$ cat config.mk
export PLATFORM = sky130hd
export DESIGN_NAME = best_greedy_coin_change
export DESIGN_NICKNAME = d
export VERILOG_FILES = /design/src/design/bgcc_pkg.sv /design/src/design/bgcc_div.sv /design/src/design/bgcc_ctrl.sv /design/src/design/best_greedy_coin_change.sv
export VERILOG_INCLUDE_DIRS = /design/src /design/src/design
export SDC_FILE = /design/constraint.sdc
export NUM_CORES = 1
export LEC_CHECK = 0
export ABC_AREA = 1
export BUFFER_PORTS_ARGS = -buffer_cell sky130_fd_sc_hd__buf_2
export CAP_MARGIN = 30
export CELL_PAD_IN_SITES_DETAIL_PLACEMENT = 1
export CELL_PAD_IN_SITES_GLOBAL_PLACEMENT = 1
export CORE_AREA = 2 2 262 264
export CTS_BUF_LIST = sky130_fd_sc_hd__clkbuf_4 sky130_fd_sc_hd__clkbuf_8 sky130_fd_sc_hd__clkbuf_16
export DETAILED_ROUTE_END_ITERATION = 16
export DIE_AREA = 0 0 264 266
export PLACE_DENSITY = 0.73
export SLEW_MARGIN = 15
export SYNTH_ARGS = -nofsm -noshare
export SYNTH_HDL_FRONTEND = slang
export SYNTH_SLANG_ARGS = --single-unit
$ cat constraint.sdc
create_clock -name clk -period 7.45 [get_ports clk]
set_input_delay 0.3725 -clock clk [delete_from_list [all_inputs] [get_ports clk]]
set_output_delay 0.3725 -clock clk [all_outputs]
set_load 0.01 [all_outputs]
$ cat src/design/assert_macros.svh
`ifndef ASSERT_MACROS_SVH
`define ASSERT_MACROS_SVH

// Property that must hold at every clock edge outside reset.
`define BGCC_ASSERT(label, prop, msg) \
    label: assert property (@(posedge clk) disable iff (!rst_n) prop) \
        else $error(msg);

// Condition that must hold in the cycle after a trigger.
`define BGCC_ASSERT_NEXT(label, ante, cons, msg) \
    label: assert property (@(posedge clk) disable iff (!rst_n) (ante) |=> (cons)) \
        else $error(msg);

`endif

$ cat src/design/bgcc_pkg.sv
`timescale 1ns / 1ps

package bgcc_pkg;

    localparam int NREG            = 7;
    localparam int DENOM_W         = 16;
    localparam int CFG_IDX_W       = 4;
    localparam int RESULT_W        = 64;
    localparam int DEF_MAX_DENOMS  = 7;
    localparam int DEF_AMOUNT_BITS = 16;

    typedef logic [NREG-1:0][DENOM_W-1:0] denom_arr_t;

    localparam logic [CFG_IDX_W-1:0] REG_ACTIVE_COUNT = 4'd7;
    localparam logic [2:0]           ACTIVE_RESET     = 3'd7;

    localparam denom_arr_t DENOM_RESET = {16'd50, 16'd25, 16'd20, 16'd10,
                                          16'd5, 16'd2, 16'd1};

endpackage

$ cat src/design/bgcc_div.sv
`timescale 1ns / 1ps

module bgcc_div #(
    parameter int W = bgcc_pkg::DEF_AMOUNT_BITS
) (
    input  logic                         clk,
    input  logic                         rst_n,
    input  logic                         start,
    input  logic [W-1:0]                 dividend,
    input  logic [bgcc_pkg::DENOM_W-1:0] divisor,
    output logic                         done,
    output logic [W-1:0]                 quot,
    output logic [W-1:0]                 rem
);
    import bgcc_pkg::*;

    localparam int CW = $clog2(W + 1);

    logic               busy_reg;
    logic               done_reg;
    logic [CW-1:0]      cnt_reg;
    logic [DENOM_W-1:0] r_reg;
    logic [DENOM_W-1:0] dv_reg;
    logic [W-1:0]       q_reg;
    logic [DENOM_W:0]   trial;
    logic [DENOM_W:0]   diff;
    logic               fits;

    assign trial = {r_reg, q_reg[W-1]};
    assign diff  = trial - {1'b0, dv_reg};
    assign fits  = trial >= {1'b0, dv_reg};

    always_ff @(posedge clk or negedge rst_n)
    begin
        if (!rst_n)
        begin
            busy_reg <= 1'b0;
            done_reg <= 1'b0;
            cnt_reg  <= '0;
        end
        else
        begin
            done_reg <= 1'b0;
            if (start)
            begin
                busy_reg <= 1'b1;
                cnt_reg  <= CW'(W);
            end
            else if (busy_reg)
            begin
                cnt_reg <= cnt_reg - CW'(1);
                if (cnt_reg == CW'(1))
                begin
                    busy_reg <= 1'b0;
                    done_reg <= 1'b1;
                end
            end
        end
    end

    always_ff @(posedge clk)
    begin
        if (start)
        begin
            r_reg  <= '0;
            q_reg  <= dividend;
            dv_reg <= divisor;
        end
        else if (busy_reg)
        begin
            r_reg <= fits ? diff[DENOM_W-1:0] : trial[DENOM_W-1:0];
            q_reg <= {q_reg[W-2:0], fits};
        end
    end

    assign done = done_reg;
    assign quot = q_reg;
    assign rem  = W'(r_reg);

endmodule

$ cat src/design/bgcc_ctrl.sv
`timescale 1ns / 1ps

module bgcc_ctrl #(
    parameter int MAX_DENOMS  = bgcc_pkg::DEF_MAX_DENOMS,
    parameter int AMOUNT_BITS = bgcc_pkg::DEF_AMOUNT_BITS
) (
    input  logic                          clk,
    input  logic                          rst_n,
    input  logic                          s_valid,
    output logic                          s_ready,
    input  logic [15:0]                   amount,
    input  bgcc_pkg::denom_arr_t          denoms,
    input  logic [2:0]                    active_count,
    output logic                          div_start,
    output logic [AMOUNT_BITS-1:0]        div_dividend,
    output logic [bgcc_pkg::DENOM_W-1:0]  div_divisor,
    input  logic                          div_done,
    input  logic [AMOUNT_BITS-1:0]        div_quot,
    input  logic [AMOUNT_BITS-1:0]        div_rem,
    output logic                          m_valid,
    input  logic                          m_ready,
    output logic [bgcc_pkg::RESULT_W-1:0] m_data,
    output logic                          m_last
);
    import bgcc_pkg::*;

    localparam int W   = AMOUNT_BITS;
    localparam int TW  = AMOUNT_BITS + 1;
    localparam int LIM = (MAX_DENOMS < NREG) ? MAX_DENOMS : NREG;
    localparam int IW  = (LIM > 1) ? $clog2(LIM) : 1;

    typedef enum logic [2:0] {
        ST_IDLE,
        ST_INIT,
        ST_STEP,
        ST_WAIT,
        ST_ADV,
        ST_EVAL,
        ST_OUT,
        ST_FLUSH
    } state_t;

    state_t             state_reg;
    logic [2:0]         s_reg;
    logic [2:0]         d_reg;
    logic [2:0]         n_reg;
    logic [W-1:0]       amt_reg;
    logic [W-1:0]       rem_reg;
    logic [TW-1:0]      total_reg;
    logic [2:0]         best_start_reg;
    logic [TW-1:0]      best_total_reg;
    logic [W-1:0]       best_left_reg;
    logic [DENOM_W-1:0] work_counts_reg [LIM];
    logic [DENOM_W-1:0] best_counts_reg [LIM];
    logic               m_valid_reg;
    logic               m_last_reg;
    logic [RESULT_W-1:0] m_data_reg;

    logic [2:0]         n_calc;
    logic [DENOM_W-1:0] cur_denom;
    logic               better;

    function automatic logic [15:0] sat16(input logic [TW-1:0] v);
        return (v > TW'(17'h0FFFF)) ? 16'hFFFF : 16'(v);
    endfunction

    always_comb
    begin
        if (active_count == 3'd0)
            n_calc = 3'd1;
        else if (active_count > 3'(LIM))
            n_calc = 3'(LIM);
        else
            n_calc = active_count;
    end

    assign cur_denom    = denoms[d_reg];
    assign better       = (s_reg == 3'd0) || (total_reg < best_total_reg);
    assign s_ready      = (state_reg == ST_IDLE);
    assign div_start    = (state_reg == ST_STEP) && (cur_denom != '0);
    assign div_dividend = rem_reg;
    assign div_divisor  = cur_denom;
    assign m_valid      = m_valid_reg;
    assign m_data       = m_data_reg;
    assign m_last       = m_last_reg;

    always_ff @(posedge clk or negedge rst_n)
    begin
        if (!rst_n)
        begin
            state_reg      <= ST_IDLE;
            s_reg          <= '0;
            d_reg          <= '0;
            n_reg          <= 3'd1;
            best_start_reg <= '0;
            best_total_reg <= '0;
            best_left_reg  <= '0;
            m_valid_reg    <= 1'b0;
            m_last_reg     <= 1'b0;
        end
        else
        begin
            case (state_reg)
                ST_IDLE:
                begin
                    if (s_valid)
                    begin
                        amt_reg   <= W'(amount);
                        n_reg     <= n_calc;
                        s_reg     <= '0;
                        state_reg <= ST_INIT;
                    end
                end
                ST_INIT:
                begin
                    d_reg     <= s_reg;
                    rem_reg   <= amt_reg;
                    total_reg <= '0;
                    state_reg <= ST_STEP;
                end
                ST_STEP:
                begin
                    if (cur_denom == '0)
                    begin
                        work_counts_reg[d_reg[IW-1:0]] <= '0;
                        state_reg <= ST_ADV;
                    end
                    else
                    begin
                        state_reg <= ST_WAIT;
                    end
                end
                ST_WAIT:
                begin
                    if (div_done)
                    begin
                        work_counts_reg[d_reg[IW-1:0]] <= sat16(TW'(div_quot));
                        total_reg <= total_reg + TW'(div_quot);
                        rem_reg   <= div_rem;
                        state_reg <= ST_ADV;
                    end
                end
                ST_ADV:
                begin
                    if (d_reg == 3'd0)
                    begin
                        state_reg <= ST_EVAL;
                    end
                    else
                    begin
                        d_reg     <= d_reg - 3'd1;
                        state_reg <= ST_STEP;
                    end
                end
                ST_EVAL:
                begin
                    if (better)
                    begin
                        best_total_reg  <= total_reg;
                        best_start_reg  <= s_reg;
                        best_left_reg   <= rem_reg;
                        best_counts_reg <= work_counts_reg;
                    end
                    d_reg <= better ? s_reg : best_start_reg;
                    if (s_reg == n_reg - 3'd1)
                    begin
                        state_reg <= ST_OUT;
                    end
                    else
                    begin
                        s_reg     <= s_reg + 3'd1;
                        state_reg <= ST_INIT;
                    end
                end
                ST_OUT:
                begin
                    if (!m_valid_reg || m_ready)
                    begin
                        m_valid_reg <= 1'b1;
                        if (d_reg == 3'd0)
                        begin
                            m_data_reg <= {sat16(best_total_reg),
                                           sat16(TW'(best_left_reg)),
                                           best_counts_reg[d_reg[IW-1:0]], cur_denom};
                            m_last_reg <= 1'b1;
                            state_reg  <= ST_FLUSH;
                        end
                        else
                        begin
                            m_data_reg <= {16'd0, 16'd0,
                                           best_counts_reg[d_reg[IW-1:0]], cur_denom};
                            m_last_reg <= 1'b0;
                            d_reg      <= d_reg - 3'd1;
                        end
                    end
                end
                ST_FLUSH:
                begin
                    if (m_ready)
                    begin
                        m_valid_reg <= 1'b0;
                        m_last_reg  <= 1'b0;
                        state_reg   <= ST_IDLE;
                    end
                end
                default:
                begin
                    state_reg <= ST_IDLE;
                end
            endcase
        end
    end

`include "assert_macros.svh"

    `BGCC_ASSERT(a_idle_no_result, (state_reg == ST_IDLE) |-> !m_valid_reg, "result left in idle")
    `BGCC_ASSERT(a_done_in_wait, div_done |-> (state_reg == ST_WAIT), "divider done out of turn")
    `BGCC_ASSERT(a_out_range, (state_reg == ST_OUT) |-> (d_reg <= best_start_reg), "bad index")
    `BGCC_ASSERT_NEXT(a_last_ends, m_valid_reg && m_last_reg && m_ready, state_reg == ST_IDLE, "no return to idle")

endmodule

$ cat src/design/best_greedy_coin_change.sv
`timescale 1ns / 1ps

// Channel    Direction  Payload (lowest bit up)
// s_axis     in         tdata: amount[15:0]
// m_axis     out        tdata: denomination, note_count, leftover, total_notes; tlast: last
// cfg        in         cfg_index selects denom_0..denom_6 or active_count, cfg_data value
//
// The shared restoring divider, one quotient bit per cycle, serves every greedy step of
// every start in turn. A zero denomination skips the division and records a count of zero.
// Reset restores the default denominations and clears the sequencer; no clearing pass is needed.
// Input is taken only while the block is idle; a stalled output holds the sequencer in place.

module best_greedy_coin_change #(
    parameter int MAX_DENOMS  = bgcc_pkg::DEF_MAX_DENOMS,
    parameter int AMOUNT_BITS = bgcc_pkg::DEF_AMOUNT_BITS
) (
    input  logic                            clk,
    input  logic                            rst_n,
    input  logic                            s_axis_tvalid,
    output logic                            s_axis_tready,
    input  logic [15:0]                     s_axis_tdata,  // amount
    output logic                            m_axis_tvalid,
    input  logic                            m_axis_tready,
    // denomination, note_count, leftover, total_notes
    output logic [bgcc_pkg::RESULT_W-1:0]   m_axis_tdata,
    output logic                            m_axis_tlast,  // last
    input  logic                            cfg_valid,
    output logic                            cfg_ready,
    input  logic [bgcc_pkg::CFG_IDX_W-1:0]  cfg_index,
    input  logic [bgcc_pkg::DENOM_W-1:0]    cfg_data
);
    import bgcc_pkg::*;

    denom_arr_t               denom_reg;
    logic [2:0]               active_reg;
    logic                     div_start;
    logic                     div_done;
    logic [AMOUNT_BITS-1:0]   div_dividend;
    logic [DENOM_W-1:0]       div_divisor;
    logic [AMOUNT_BITS-1:0]   div_quot;
    logic [AMOUNT_BITS-1:0]   div_rem;

    assign cfg_ready = 1'b1;

    always_ff @(posedge clk or negedge rst_n)
    begin
        if (!rst_n)
        begin
            denom_reg  <= DENOM_RESET;
            active_reg <= ACTIVE_RESET;
        end
        else if (cfg_valid)
        begin
            if (cfg_index < CFG_IDX_W'(NREG))
                denom_reg[cfg_index[2:0]] <= cfg_data;
            else if (cfg_index == REG_ACTIVE_COUNT)
                active_reg <= cfg_data[2:0];
        end
    end

    bgcc_ctrl #(
        .MAX_DENOMS  (MAX_DENOMS),
        .AMOUNT_BITS (AMOUNT_BITS)
    ) u_ctrl (
        .clk          (clk),
        .rst_n        (rst_n),
        .s_valid      (s_axis_tvalid),
        .s_ready      (s_axis_tready),
        .amount       (s_axis_tdata),
        .denoms       (denom_reg),
        .active_count (active_reg),
        .div_start    (div_start),
        .div_dividend (div_dividend),
        .div_divisor  (div_divisor),
        .div_done     (div_done),
        .div_quot     (div_quot),
        .div_rem      (div_rem),
        .m_valid      (m_axis_tvalid),
        .m_ready      (m_axis_tready),
        .m_data       (m_axis_tdata),
        .m_last       (m_axis_tlast)
    );

    bgcc_div #(
        .W (AMOUNT_BITS)
    ) u_div (
        .clk      (clk),
        .rst_n    (rst_n),
        .start    (div_start),
        .dividend (div_dividend),
        .divisor  (div_divisor),
        .done     (div_done),
        .quot     (div_quot),
        .rem      (div_rem)
    );

endmodule
==> results of run 1 <==
==> cell type report <==
type                    instances  area share, %
inverters                     227           2.99
repair buffers                167           3.98
clock buffers                  73           5.58
multi-input cells            1596           27.0
flip-flops and latches        557           55.3
well taps                     882           3.88
clock inverters                36           1.29
==> worst register-to-register path, cell delays in order (launching register included) <==
cell     delay, ns
dfrtp_1       0.70
buf_4         0.37
inv_2         0.33
nand3_2       0.56
nor2_1        0.09
nor2_1        0.14
nand2_1       0.10
nor2_1        0.14
nand2_1       0.09
nor2_1        0.17
nand2_1       0.09
nand2_2       0.05
buf_4         0.55
nand2_2       0.33
nor2_2        0.71
==> placed cells by master, fill, tap and decap left out, types with 4 or more instances in the layout <==
cell             n
a21oi_1        223
a221oi_1        18
a22o_1          13
a22oi_1          7
a31oi_1          4
buf_2          106
buf_4           32
bufinv_16        5
clkbuf_16       59
clkbuf_4        13
clkinv_1        19
clkinv_2        14
dfrtp_1        154
dfstp_2         18
dfxtp_1         16
dlygate4sd3_1   21
edfxtp_1       369
ha_1            55
inv_1          216
nand2_1        757
nand2_2         15
nand3_1         79
nand3b_1         6
nand4_1         29
nor2_1         157
nor2_2           4
nor3_1           9
o21a_1           4
o21ai_0        160
o21ai_1          4
o21ai_2         10
o21bai_1         6
xnor2_1          9
xor2_1           4
==> logic make-up after synthesis <==
logic type	count (synthesis)	synth area share [%]
xor gates and xnor gates	13	0.461
other	1	0.0152
buffers and inverters	326	5.39
adders and majority gates	57	2.95
DFF	557	63.7
and+or+nand+nor	1066	17.3
AOI/OAI and AO/OA	459	10.2
==> stage by stage <==
step / total power [W] / instances / setup WS, ns
6_report: 0.0121 / 3538 / 2.68
5_1_grt: 0.0129 / 3538 / 2.35
4_1_cts: 0.0121 / 3536 / 2.67
3_5_place_dp: 0.00911 / 3406 / 2.69
3_3_place_gp: 0.00885 / 3401 / 2.50
2_1_floorplan: 0.00765 / 2479 / 0.0821
==> metal layers <==
| layer | vias up | GRT usage (%) | routed length, µm |
|---|---|---|---|
| li1 | 8588 | - | - |
| met1 | 9098 | 24.8 | 28700 |
| met2 | 432 | 35.5 | 35300 |
| met3 | 127 | 3.25 | 3780 |
| met4 | 0 | 7.42 | 2510 |
| met5 | - | 0 | 0 |
==> worst paths after layout <==
check	from	end	slack, ns	depth (start not counted)
setup / recovery	u_ctrl.d_reg[1]	u_ctrl.work_counts_reg[9]	2.68	14
hold / removal	cfg_data[7]	denom_reg[87]	0.04	3
setup reg to reg	u_ctrl.d_reg[1]	u_ctrl.work_counts_reg[9]	2.68	14
hold reg to reg	u_ctrl.work_counts_reg[85]	u_ctrl.best_counts_reg[85]	0.39	0
max in group asynchronous	rst_n	u_ctrl.best_total_reg[6]	5.98	3
min in group asynchronous	rst_n	denom_reg[58]	0.24	2
==> report_power, final <==
part           total [W]  internal [W]  leakage [nW]  switching [W]
Combinational    0.00437       0.00135          5.75        0.00302
Clock            0.00298       0.00170         0.983        0.00128
Sequential       0.00471       0.00426          5.61       0.000455
Total             0.0121       0.00730          12.3        0.00476
==> flow_summary_export.csv, run 1 <==
group,metric,value,unit
worst_setup_path,critPathBufInv,3,
logic_synthesis,synth_area,24700,µm²
logic_synthesis,ys_ff_latch,557,
sta,holdWs,0.0440,ns
status,status,"finished clean",
logic_synthesis,avgSynthCellArea,9.96,µm²
layout,regArea,15700,µm²
global_route,antenna_found_initial,0,
worst_setup_path,path_cells,"buf_4 -> inv_2 -> nand3_2 -> nor2_1 -> nor2_1 -> nand2_1 -> nor2_1 -> nand2_1 -> nor2_1 -> nand2_1 -> nand2_2 -> buf_4 -> nand2_2 -> nor2_2",
worst_setup_path,slowest_delay,0.71,ns
worst_setup_path,cp_max_fo,57,
sta,slew_violations,0,
layout,drive_gt1_share,11.4,%
drt,dr.pass1.iters,5,
worst_setup_path,required,7.71,ns
clock_tree,post_cts_buffers,0,
sta,fin_skew,0.0598,ns
sta,tightestPinTransition,0.877,ns
logic_synthesis,syn_inst,2479,
floorplan,core,67700,µm²
floorplan,ios,109,
global_route,grt_max_degree,68,
pwr,power_density,424,nW/µm²
hold_path,holdCritPathClass,"in -> reg",
sta,fin_crit_sh,64.0,%
worst_setup_path,cp_common_cell,"nor2_1",
clock_tree,clk_pin_slew,0.06,ns
logic_synthesis,synth_area_leaders,"edfxtp_1 (45%), dfrtp_1 (16%), nand2_1 (12%), a21oi_1 (4.5%), inv_1 (3.3%)",
logic_synthesis,synth_cell_types,45,
clock_tree,cts_tree,"yes",
layout,diodes,0,
layout,nets,2706,
sta,setup_viol,0,
placed_design,hpwl,48.7,mm
clock_tree,hold_buffers,21,
sta,slew_headroom,41.4,%
logic_synthesis,synth_common_cells,"nand2_1 (758), edfxtp_1 (369), a21oi_1 (224)",
placed_design,portBuffers,107,
layout,fillCellCount,7657,
worst_setup_path,crit_type,"reg -> reg",
global_route,grt.total_usage,20.1,%
worst_setup_path,critPathTopFamily,"simple AND/OR/NAND/NOR gates",
drt,drt-initial-drc-count,1285,
logic_synthesis,synthFlopType,"edfxtp_1",
sta,rsz0062_at_grt,"false",
drt,ant_nets,0,
drt,via_per_inst,5.16,
sta,hold_violations,0,
worst_setup_path,endpoint_kind,"flip-flop",
sta,timing.setup.tns,0,ns
worst_setup_path,start_kind,"flip-flop",
floorplan,initial_core_util,36.5,%
run,maxCapViolations,0,
drt,post_drt_wl_per_cell,19.8,µm
worst_setup_path,arrival,5.03,ns
layout,multiInputGateArea,7680,µm²
logic_synthesis,synth_area_leader_cell,"edfxtp_1",
logic_synthesis,synth_edf_count,369,
clock_tree,htree_levels,2,
global_route,grt_pass1_vias,19500,
logic_synthesis,yosys_warnings,0,
layout,final_area,28500,µm²
logic_synthesis,ys_seq_area_share,63.7,%
clock_tree,root_buffer,"clkbuf_16",
floorplan,die_w,264,µm
logic_synthesis,syn_nets,2577,
clock_tree,cts_sinks,557,
floorplan,std_cell_rows,96,
clock_tree,post_cts_resize_count,0,
placed_design,globalplace.congestion,0.860,
layout,syn_to_final_growth,15.2,%
placed_design,place_area,26200,µm²
layout,utilization,42.0,%
clock_tree,cts.path.max_buffers,3,
sta,fmax,210,MHz
pwr,leakagePower,12.3,nW
floorplan,fp.dieH,266,µm
drt,vias,18200,
drt,route.detailed.drc,0,
logic_synthesis,synth_async_sr_flop_share,30.9,%
logic_synthesis,synthMostInstantiatedCell,"nand2_1",
global_route,grt_pass1_wl,110,mm
drt,drt-total-wl,70.2,mm
logic_synthesis,netlist.area_leader.share,44.9,%
floorplan,die-area,70200,µm²
clock_tree,cts_buffers,59,
global_route,grt_overflow,0,
worst_setup_path,crit_path_top_delay_cell,"nor2_2",
sta,fin_crit,4.77,ns
clock_tree,clkLatencyLatePin,0.66,ns
pwr,peakVddDrop,0.229,mV
(Power assumes the default switching activity.)
==> run 2: changes to the inputs <==
Settings changed: PLACE_DENSITY 0.73 to 0.71.
Clock period 7.45 ns to 4.4 ns, I/O delays scaled along.
==> flow_summary_export.csv, run 2 (synthesis results as in run 1) <==
group,metric,value,unit
status,status,"finished clean",
layout,fillCellCount,7683,
drt,drt-initial-drc-count,1234,
floorplan,std_cell_rows,96,
hold_path,holdCritPathClass,"in -> reg",
sta,fin_crit_sh,90.5,%
placed_design,portBuffers,107,
worst_setup_path,start_kind,"flip-flop",
hold_path,holdPathEnd,"active_reg[0]",
worst_setup_path,rrSetupSlack,0.42,ns
sta,fin_skew,0.0536,ns
floorplan,initial_core_util,36.5,%
layout,syn_to_final_growth,16.4,%
worst_setup_path,arrival,4.19,ns
sta,tightestPinTransition,0.803,ns
run,maxCapViolations,0,
global_route,grt_pass1_vias,19700,
global_route,grt_pass1_wl,113,mm
sta,slew_violations,0,
drt,route.detailed.drc,0,
layout,multiInputGateArea,7680,µm²
clock_tree,root_buffer,"clkbuf_16",
clock_tree,post_cts_resize_count,0,
worst_setup_path,endpoint_kind,"flip-flop",
drt,dr.pass1.iters,5,
drt,ant_nets,0,
worst_setup_path,cp_max_fo,56,
placed_design,place_area,26400,µm²
drt,via_per_inst,5.16,
clock_tree,cts_buffers,60,
layout,layout_common_cells,"nand2_1 (757), edfxtp_1 (369), a21oi_1 (223)",
placed_design,globalplace.congestion,0.826,
clock_tree,hold_buffers,35,
sta,setup_viol,0,
sta,fin_crit,3.98,ns
floorplan,core,67700,µm²
global_route,grt.total_usage,20.8,%
layout,diodes,0,
worst_setup_path,required,4.61,ns
layout,regArea,15700,µm²
hold_path,hold-path-cell-count,5,
worst_setup_path,r2r-start,"u_ctrl.d_reg[2]",
sta,hold_violations,0,
global_route,grt_max_degree,67,
layout,final_common_cell,"nand2_1",
layout,final_area,28700,µm²
placed_design,dp_slack,0.483,ns
floorplan,die_w,264,µm
clock_tree,htree_levels,2,
clock_tree,clk_pin_slew,0.06,ns
sta,fmax,251,MHz
hold_path,min-delay-start,"cfg_index[1]",
floorplan,ios,109,
worst_setup_path,r2r_end,"u_div.quot[1]",
floorplan,fp.dieH,266,µm
drt,post_drt_wl_per_cell,20.3,µm
pwr,leakagePower,12.5,nW
drt,drt-total-wl,72.5,mm
pwr,power_density,716,nW/µm²
sta,slew_headroom,46.4,%
sta,layout_setup_ws,0.419,ns
worst_setup_path,crit_type,"reg -> reg",
layout,nets,2739,
clock_tree,clkLatencyLatePin,0.66,ns
global_route,grt_overflow,0,
floorplan,die-area,70200,µm²
pwr,peakVddDrop,0.332,mV
placed_design,hpwl,49.3,mm
layout,drive_gt1_share,12.0,%
sta,timing.setup.tns,0,ns
worst_setup_path,r2r.worst_path.cells,10,
global_route,antenna_found_initial,1,
drt,vias,18400,
clock_tree,cts.path.max_buffers,3,
clock_tree,post_cts_buffers,0,
sta,rsz0062_at_grt,"false",
clock_tree,cts_tree,"yes",
clock_tree,cts_sinks,557,
==> run 2: cell count changes in the layout (fill, tap and decap cells not counted), sizes merged <==
cell	previous run	this run
dlygate4sd3	21	34
clkbuf	73	86
bufinv	5	2
inv	223	220
clkinvlp	0	3
clkinv	35	27
buf	146	165
==> run 2: cell type report <==
class                   instances  area share (%)
flip-flops and latches        557            54.7
multi-input cells            1596            26.7
clock buffers                  86            6.10
repair buffers                199            4.84
well taps                     882            3.84
inverters                     227            2.96
clock inverters                25           0.836
==> run 2: routing by layer <==
metal,wire length [µm],vias up,track usage (%),share of wire (%)
met4,2670,2,7.62,3.7
met5,15,-,0,0.021
met1,29000,9234,24.9,40
met2,37000,440,37.4,51
li1,-,8640,-,-
met3,3870,119,3.66,5.3
==> run 2: critical path, stage by stage, from the launching register on <==
cell     delay, ns
dfrtp_1       0.74
inv_1         0.56
nand2_1       0.19
nand2_1       0.15
nor2_1        0.16
nand2_1       0.08
nor2_1        0.27
nand2_1       0.12
nand2_2       0.08
buf_4         0.55
nand2_1       0.62
==> run 2: worst max-delay path by stage <==
stage,end,cells after the start,slack (ns),startpoint
3_3_place_gp,u_div.quot[4],10,0.64,u_ctrl.d_reg[2]
5_1_grt,u_div.quot[6],10,0.18,u_ctrl.d_reg[2]
6_report,u_div.quot[1],10,0.42,u_ctrl.d_reg[2]
3_5_place_dp,u_div.quot[5],10,0.48,u_ctrl.d_reg[2]
2_1_floorplan,u_ctrl.best_counts_reg[0],12,0.20,u_ctrl.best_total_reg[16]
4_1_cts,u_div.quot[5],10,0.42,u_ctrl.d_reg[2]
==> run 2: through the flow <==
stage | util [%] | hold slack [ns] | std cells | power, W
2_1_floorplan | - | -0.0756 | 2479 | 0.0130
6_report | 42.4 | 0.0446 | 3572 | 0.0206
3_5_place_dp | 39.0 | 0.126 | 3426 | 0.0156
3_3_place_gp | 38.9 | 0.122 | 3424 | 0.0152
4_1_cts | 42.4 | 0.0108 | 3572 | 0.0208
5_1_grt | 42.4 | 0.0564 | 3572 | 0.0220
==> run 2: report_power, final <==
part           leakage (nW)  internal (W)  switching [W]
registers              5.61       0.00721       0.000809
clock network         0.989       0.00290        0.00216
logic                  5.89       0.00235        0.00516
total                  12.5        0.0125        0.00813
==> run 3: changes to the inputs <==
Settings changed: ABC_AREA 1 to unset, CORE_AREA 2 2 262 264 to 2 2 261 263, DIE_AREA 0 0 264 266 to 0 0 263 265, PLACE_DENSITY 0.71 to 0.68.
==> flow_summary_export.csv, run 3 <==
group,metric,value,unit
placed_design,dp_cells,2703,
sta,layout_setup_ws,0.372,ns
global_route,antenna_found_initial,1,
pwr,p_int,0.0129,W
clock_tree,post_cts_resize_count,0,
layout,diodes,0,
clock_tree,post_cts_buffers,0,
worst_setup_path,crit_path_top_delay_cell,"mux4_2",
floorplan,core,66800,µm²
logic_synthesis,ys_ff_latch,557,
pwr,p_comb_share,35.1,%
sta,fin_crit_sh,91.5,%
pwr,power_switching,0.00759,W
layout,finalNonFillerCells,2854,
global_route,grt_max_degree,69,
logic_synthesis,synth_common_cells,"edfxtp_1 (369), dfrtp_1 (154), mux2_2 (154)",
global_route,grt_pass1_wl,106,mm
placed_design,globalplace.congestion,0.869,
global_route,grt_overflow,0,
clock_tree,clkLatencyLatePin,0.64,ns
clock_tree,cts.path.max_buffers,3,
drt,vias,15900,
worst_setup_path,cp-endpoint,"u_ctrl.work_counts_reg[97]",
layout,drive_gt1_share,24.8,%
floorplan,std_cell_rows,95,
logic_synthesis,avgSynthCellArea,13.8,µm²
worst_setup_path,r2r.worst_path.cells,10,
logic_synthesis,synthMostInstantiatedCell,"edfxtp_1",
pwr,clockPowerShare,24.6,%
worst_setup_path,crit_start,"u_ctrl.d_reg[0]",
layout,nets,2029,
clock_tree,cts_tree,"yes",
clock_tree,htree_levels,2,
placed_design,hpwl,47.8,mm
worst_setup_path,path_cells,"buf_4 -> buf_4 -> mux4_2 -> nor2_1 -> nor2_1 -> or4_1 -> nor4_4 -> nand2_1 -> a21oi_1 -> buf_4",
logic_synthesis,netlist.area_leader.share,45.3,%
logic_synthesis,synth_area,24400,µm²
clock_tree,cts_buffers,58,
placed_design,portBuffers,107,
sta,rsz0062_at_grt,"false",
floorplan,initial_core_util,36.6,%
logic_synthesis,synthFlopType,"edfxtp_1",
logic_synthesis,syn_inst,1774,
worst_setup_path,rrSetupSlack,0.37,ns
sta,hold_violations,0,
sta,fin_skew,0.0301,ns
pwr,swShare,37.1,%
layout,final_area,28600,µm²
sta,fin_crit,4.03,ns
logic_synthesis,synth_cell_types,84,
floorplan,die-area,69700,µm²
worst_setup_path,crit_type,"reg -> reg",
status,status,"finished clean",
run,maxCapViolations,0,
pwr,power,0.0205,W
worst_setup_path,r2r_end,"u_ctrl.work_counts_reg[97]",
drt,ant_nets,0,
pwr,leakagePower,11.0,nW
layout,layout_common_cells,"edfxtp_1 (369), mux2_2 (154), dfrtp_1 (152)",
drt,drt-initial-drc-count,1129,
logic_synthesis,yosys_warnings,0,
drt,post_drt_wl_per_cell,24.6,µm
floorplan,die_w,263,µm
drt,via_per_inst,5.56,
logic_synthesis,syn_nets,1872,
logic_synthesis,synth_async_sr_flop_share,30.9,%
worst_setup_path,start_kind,"flip-flop",
worst_setup_path,slowest_delay,0.53,ns
floorplan,fp.dieH,265,µm
worst_setup_path,cp_max_fo,20,
sta,slew_violations,0,
drt,route.detailed.drc,0,
clock_tree,cts_sinks,557,
layout,final_common_cell,"edfxtp_1",
placed_design,place_area,26200,µm²
pwr,peakVddDrop,0.363,mV
logic_synthesis,synth_edf_count,369,
worst_setup_path,required,4.73,ns
pwr,seq_power_share,40.2,%
drt,drt-total-wl,70.3,mm
clock_tree,clk_pin_slew,0.06,ns
pwr,power_density,715,nW/µm²
placed_design,dp_slack,0.345,ns
worst_setup_path,arrival,4.35,ns
floorplan,ios,109,
sta,fmax,248,MHz
logic_synthesis,synth_area_leaders,"edfxtp_1 (45%), dfrtp_1 (16%), mux2_2 (7.1%), a22o_1 (4.3%), ha_1 (2.8%)",
logic_synthesis,synth_area_leader_cell,"edfxtp_1",
logic_synthesis,ys_seq_area_share,64.3,%
worst_setup_path,r2r-start,"u_ctrl.d_reg[0]",
global_route,grt.total_usage,20.1,%
worst_setup_path,cp_common_cell,"buf_4",
sta,slew_headroom,33.5,%
layout,syn_to_final_growth,17.0,%
sta,tightestPinTransition,0.995,ns
hold_path,holdCritPathClass,"in -> reg",
global_route,grt_pass1_vias,16500,
worst_setup_path,endpoint_kind,"flip-flop",
clock_tree,root_buffer,"clkbuf_16",
drt,dr.pass1.iters,5,
clock_tree,hold_buffers,34,
sta,setup_viol,0,
-- run 3: worst min path at each step --
stage	from	depth (start not counted)	slack, ns	end
after floorplan	rst_n	0	-0.08	denom_reg[102]
after global routing	cfg_data[0]	2	0.03	denom_reg[64]
after detailed placement	rst_n	1	0.17	denom_reg[71]
after CTS	cfg_data[0]	2	0.01	active_reg[0]
after global placement	rst_n	1	0.17	denom_reg[26]
final	cfg_data[0]	2	0.02	denom_reg[64]
-- run 3: cells by family after synthesis --
| kind of cell | after synthesis | synth area share, % |
|---|---|---|
| simple gates | 357 | 7.10 |
| compound gates | 388 | 11.5 |
| flops | 557 | 64.3 |
| other cells | 1 | 0.0153 |
| fa+ha+maj | 57 | 2.98 |
| xor+xnor | 29 | 1.04 |
| mux | 221 | 10.3 |
| buf+inv | 164 | 2.73 |
-- run 3: layout make-up --
cell class / count / area (µm²)
fillers: 6818 / 38200
inverters: 56 / 211
clock buffers: 69 / 1570
repair buffers: 205 / 1460
flip-flops and latches: 557 / 15700
multi-input cells: 1053 / 8150
clock inverters: 41 / 388
well taps: 873 / 1090
-- run 3: critical path, delay by kind of cell (launching register included) --
kind | cells | cell delay, ns
compound gates | 1 | 0.30
buf+inv | 3 | 0.85
flops | 1 | 0.45
mux | 1 | 0.53
simple gates | 5 | 1.58
-- run 3: stage by stage --
stage          utilization [%]  TNS [ns]  hold WS (ns)
2_1_floorplan                -    -24.08       -0.0756
3_3_place_gp              39.2         0         0.166
3_5_place_dp              39.3         0         0.169
4_1_cts                   42.7         0        0.0109
5_1_grt                   42.8         0        0.0252
6_report                  42.8         0        0.0247
-- run 3: routing by layer --
layer  wire length (µm)  track usage, %
met4               2500            7.15
met3               4450            3.80
met5                  0               0
met1              31200            28.0
met2              32100            31.4
-- run 3: power by group through the flow --
stage	clock, W	sequential, W	combinational [W]
final	0.00504	0.00823	0.00719
after global routing	0.00531	0.00833	0.00794
after CTS	0.00514	0.00821	0.00716
after detailed placement	0	0.00829	0.00707
after global placement	0	0.00826	0.00679
after floorplan	0	0.00747	0.00525
